**config.mk**
```make
export PLATFORM = sky130hd
export DESIGN_NAME = sem_ctrl
export DESIGN_NICKNAME = d
export VERILOG_FILES = /design/src/rtl/sem_pkg.sv /design/src/rtl/sem_ctrl.sv
export SDC_FILE = /design/constraint.sdc
export NUM_CORES = 1
export LEC_CHECK = 0
export ABC_AREA = 1
export BUFFER_PORTS_ARGS = -buffer_cell sky130_fd_sc_hd__buf_4
export CORE_AREA = 2 2 39 41
export DETAILED_ROUTE_END_ITERATION = 8
export DIE_AREA = 0 0 41 43
export PLACE_DENSITY_LB_ADDON = 0.1
export SYNTH_ARGS = -nofsm -noshare
export SYNTH_HDL_FRONTEND = slang
export SYNTH_SLANG_ARGS = --single-unit
```
**constraint.sdc**
```tcl
create_clock -name i_clk -period 3 [get_ports i_clk]
set_clock_uncertainty 0.1 [all_clocks]
set_input_delay 0.15 -clock i_clk [delete_from_list [all_inputs] [get_ports i_clk]]
set_output_delay 0.15 -clock i_clk [all_outputs]
set_load 0.01 [all_outputs]
```
**src/rtl/sem_pkg.sv**
```systemverilog
// Package for the RGB Sobel edge magnitude block.
// Types, constants and command/status structs shared by controller and datapath.
`default_nettype none
package sem_pkg;
    localparam int MAX_WIDTH_DEF = 1024;
    localparam logic [10:0] WIDTH_RESET = 11'd640;
    localparam logic [15:0] HEIGHT_RESET = 16'd480;
    localparam logic [1:0] REG_WIDTH = 2'd0;
    localparam logic [1:0] REG_HEIGHT = 2'd1;
    localparam int SQ_ITERS = 11;

    typedef struct packed {
        logic step;
        logic sqrt_start;
        logic sqrt_iter;
        logic clear;
    } t_cmd;

    typedef struct packed {
        logic sqrt_last;
    } t_stat;
endpackage
`default_nettype wire

```
**src/rtl/sem_ctrl.sv**
```systemverilog
// Controller for the RGB Sobel edge magnitude block.
// Sequences line store update, window shift and square-root iterations; uses sem_pkg.
`default_nettype none
module sem_ctrl (
    input  wire logic          i_clk,
    input  wire logic          i_rst_n,
    input  wire logic          i_valid,
    output logic               o_ready,
    input  wire logic          i_emit,
    input  wire logic          i_out_free,
    output sem_pkg::t_cmd      o_cmd,
    input  wire sem_pkg::t_stat i_stat,
    output logic               o_load_out
);
    import sem_pkg::*;

    typedef enum logic [3:0] {
        S_IDLE = 4'b0001,
        S_SQRT = 4'b0010,
        S_WAIT = 4'b0100,
        S_DONE = 4'b1000
    } t_state;

    t_state r_state, n_state;

    always_ff @(posedge i_clk) begin
        if (!i_rst_n) r_state <= S_IDLE;
        else r_state <= n_state;
    end

    always_comb begin
        n_state = r_state;
        o_cmd = '0;
        o_ready = 1'b0;
        o_load_out = 1'b0;
        unique case (r_state)
            S_IDLE: begin
                o_ready = 1'b1;
                if (i_valid) begin
                    o_cmd.step = 1'b1;
                    if (i_emit) begin
                        o_cmd.sqrt_start = 1'b1;
                        n_state = S_SQRT;
                    end
                end
            end
            S_SQRT: begin
                o_cmd.sqrt_iter = 1'b1;
                if (i_stat.sqrt_last) n_state = S_WAIT;
            end
            S_WAIT: begin
                if (i_out_free) begin
                    o_load_out = 1'b1;
                    n_state = S_DONE;
                end
            end
            S_DONE: begin
                n_state = S_IDLE;
            end
            default: n_state = S_IDLE;
        endcase
    end

    a_ready_idle: assert property (@(posedge i_clk) disable iff (!i_rst_n)
        o_ready |-> r_state == S_IDLE) else $error("ready outside idle");
    a_load_wait: assert property (@(posedge i_clk) disable iff (!i_rst_n)
        o_load_out |-> r_state == S_WAIT) else $error("load outside wait");
    a_sqrt_after: assert property (@(posedge i_clk) disable iff (!i_rst_n)
        o_cmd.sqrt_start |=> r_state == S_SQRT) else $error("sqrt not started");
endmodule
`default_nettype wire

```
Word level (Yosys, flattened, before mapping)
Cells that the tools add are included.
- equality and inequality tests: 7
- mux-type cells: 12
- reduce and logical (&&, ||, !) cells: 1
- operators with widths (operator ; number):
    4-bit 2-to-1 mux ; 4
    4-bit one-hot mux with 3 select lines ; 1
    2-bit inequality test (second input constant) ; 4
    1-bit 2-to-1 mux ; 5
    4-bit by 1-bit == test with 1-bit output (second input constant) ; 1
    4-bit by 2-bit == test with 1-bit output (second input constant) ; 1
    4-bit by 3-bit == test with 1-bit output (second input constant) ; 1
    2-bit 2-to-1 mux ; 2
    4-bit AND reduction ; 1
- bits in registers: 4
- bits of input ports: 6
- output and inout port bits: 6
- word-level logic and storage cells: 21

Longest topological paths before layout
- depth in word-level cells: 3
- mapped depth: 6

Least setup slack after synthesis
No wires, ideal clock.
- kind: register to output
- from: register r_state[0]
- to: output port o_cmd[2] (netlist bit)
- arrival: 802 ps
- data required time: 2750 ps
- slack: 1948 ps
- stages on the path, launching flop included: 7
- path buffers: 0
- cell sequence: dfxtp_1 -> inv_2 -> nor2_2 -> nand2_2 -> inv_2 -> nand3_2 -> inv_1
- RTL lines (item ; RTL line ; RTL):
    start: declaration ; sem_ctrl.sv:24 ; t_state r_state, n_state;
    start signal: assignment ; sem_ctrl.sv:28 ; else r_state <= n_state;
    end: declaration ; sem_ctrl.sv:11 ; output sem_pkg::t_cmd o_cmd,

==> results.cfg <==
[critical_path]
worstPathRequired_ns = 2.75
start_kind = register
critical_path_class = register to primary output
worstPathArrival_ns = 1.17
r2r_start = r_state[1]
crit_path_end_kind = primary output
rrSetupSlack_ns = 1.96
r2r_cells = 4
reg2reg_to = r_state[2]
worstPathMaxFanout = 3

[routing]
antenna_left = 0
routed_wl_um = 553
top_layer = met4
drt-vias-per-instance = 3.95
routedWlPerCell_um = 8.51
drc = 0
met3_length_um = 41
drtIter0Drc = 1
wl_met2_um = 272
firstDrtPassIters = 2
m1WireLength_um = 217
vias = 257

[yosys]
synth_ff_type = dfxtp_1
synth_sequential_area_ratio = 0.320
synth_compound_area_frac = 0.0850
yosys-top-cells-count = 6 x inv_1, 5 x nand3_1
avgSynthCellArea_um2 = 6.76
yosys.area_share.simple = 0.400
synth_top_family_by_area = simple AND/OR/NAND/NOR gates
netlist-cell-type-count = 15
syn_inst = 37
synth_mux_area_frac = 0
ys_warn_count = 0
synthXorXnorAreaFrac = 0
synth_top_area_frac = 0.320
synth_top_cell_by_area = dfxtp_1
ys_ff_latch = 4
syn_area_um2 = 250
synthTopCellsByArea = dfxtp_1 32%, nand3_1 10%, inv_1 9.0%, inv_2 6.0%, nand2_1 6.0%
synth-edff-count = 0
synth.most_common_cell = inv_1
async_reset_ff_frac = 0
synth_fa_ha_area_frac = 0
syn_nets = 43

[timing]
drv_slew = 0
max_freq_mhz = 705
final.period_utilization = 0.473
rsz0062_at_grt = false
finalSetupViolCount = 0
finalHoldViolCount = 0
final.setup.tns_ns = 0
fin_crit_ns = 1.42

[cts]
cts_buffers = 3
clkLatencyLatePin_ns = 0.24
cts_sinks = 4
hold_buffers = 0
htreeDepth = 1
clkTransAtPathRegs_ns = 0.04
cts_post_setup_buffers_inserted = 0
cts_root_buffer = clkbuf_4
cts.repair.resized = 0
cts.path.max_buffers = 2
cts_tree = built

[global_routing]
grt_util_all_layers = 0.0802
grt_max_degree = 5
antenna_found_initial = 0
first_global_vias = 218
gr-total-overflow = 0
grt_pass1_wl_um = 855

[outcome]
status = completed

[placement]
dp_cells = 62
portBuffers = 10
hpwl_um = 459
globalplace.congestion = 0.748

[floorplanning]
core_mm2 = 0.00138
fp.dieArea_mm2 = 0.00176
num_io_pins = 12
die_w_um = 41
start_util = 0.181
row_count = 14
die_h_um = 43

[hold_path]
worstHoldEndpoint = r_state[0]
hold_class = primary input to register
hold_depth = 2
hold_path.startpoint = i_rst_n

[final_layout]
largestRegisters = r_state (4)
largest_reg_flops = 4
layout-drive-gt1-share = 0.490
syn_to_final_growth_pct = 44.0
antenna_cells = 0
fin_nets = 57
fin_cells = 65
largest-register = r_state

[job]
maxCapViolCount = 0

[power_and_ir_drop]
ir_drop_v = 0.000202
p_leak_uw = 0.000189
p_per_area_mw_per_mm2 = 445
finalPower_uw = 160
[cell families after synthesis]
| family | count (synthesis) |
|---|---|
| and+or+nand+nor | 19 |
| buffers and inverters | 11 |
| DFF | 4 |
| AOI/OAI and AO/OA | 2 |
| other | 1 |
[report_power, final]
part,switching (uW),internal [uW]
logic,17.8,15.4
clock network,24.2,44.9
registers,2.38,55.7
total,44.3,116
[routing by layer]
layer / up-vias / global-route usage
met5: - / 0
met4: 0 / 0.0800
met3: 2 / 0.0471
met2: 10 / 0.100
met1: 110 / 0.0865
li1: 135 / -
[per-stage QoR]
step / cell area, um2 / setup WS [ns] / utilization / hold slack (ns)
after global routing: 360 / 1.48 / 0.260 / 0.0179
after floorplan: 250 / 1.95 / - / 0.134
after CTS: 360 / 1.56 / 0.260 / 0.00876
final: 360 / 1.58 / 0.260 / 0.0138
after global placement: 338 / 1.85 / 0.244 / 0.277
after detailed placement: 338 / 1.83 / 0.244 / 0.269
[critical path, cell delays in order (launching register included)]
cell	delay (ns)
dfxtp_1	0.37
inv_2	0.05
nor2_2	0.11
nand2_2	0.09
inv_2	0.07
nand3_2	0.07
inv_1	0.06
buf_4	0.11
[worst max-delay path by stage]
| stage | to | depth (start not counted) | startpoint |
|---|---|---|---|
| 2_1_floorplan | o_cmd[2] | 6 | r_state[0] |
| 3_3_place_gp | o_cmd[2] | 7 | r_state[0] |
| 3_5_place_dp | o_cmd[2] | 7 | r_state[0] |
| 4_1_cts | o_cmd[2] | 7 | r_state[0] |
| 5_1_grt | o_cmd[2] | 7 | r_state[0] |
| 6_report | o_cmd[2] | 7 | r_state[0] |
[final cells by class]
| class | count | area, um2 |
|---|---|---|
| Sequential cell | 4 | 80.1 |
| Tap cell | 16 | 20.0 |
| Timing Repair Buffer | 10 | 75.1 |
| Inverter | 10 | 37.5 |
| Multi-Input combinational cell | 22 | 125 |
| Fill cell | 153 | 1020 |
| Clock buffer | 3 | 22.5 |
[layout by cell type, fill, tap and decap left out]
cell       n
a211oi_2   1
dfxtp_1    4
conb_1     1
a21oi_2    1
nand2_1    4
nand3_1    5
nor2_2     2
inv_2      4
nand3_2    1
inv_1      6
nand2_2    1
nor2_1     4
nor2_4     1
nor3_1     1
clkbuf_4   3
buf_4     10
(Power assumes the default switching activity.)
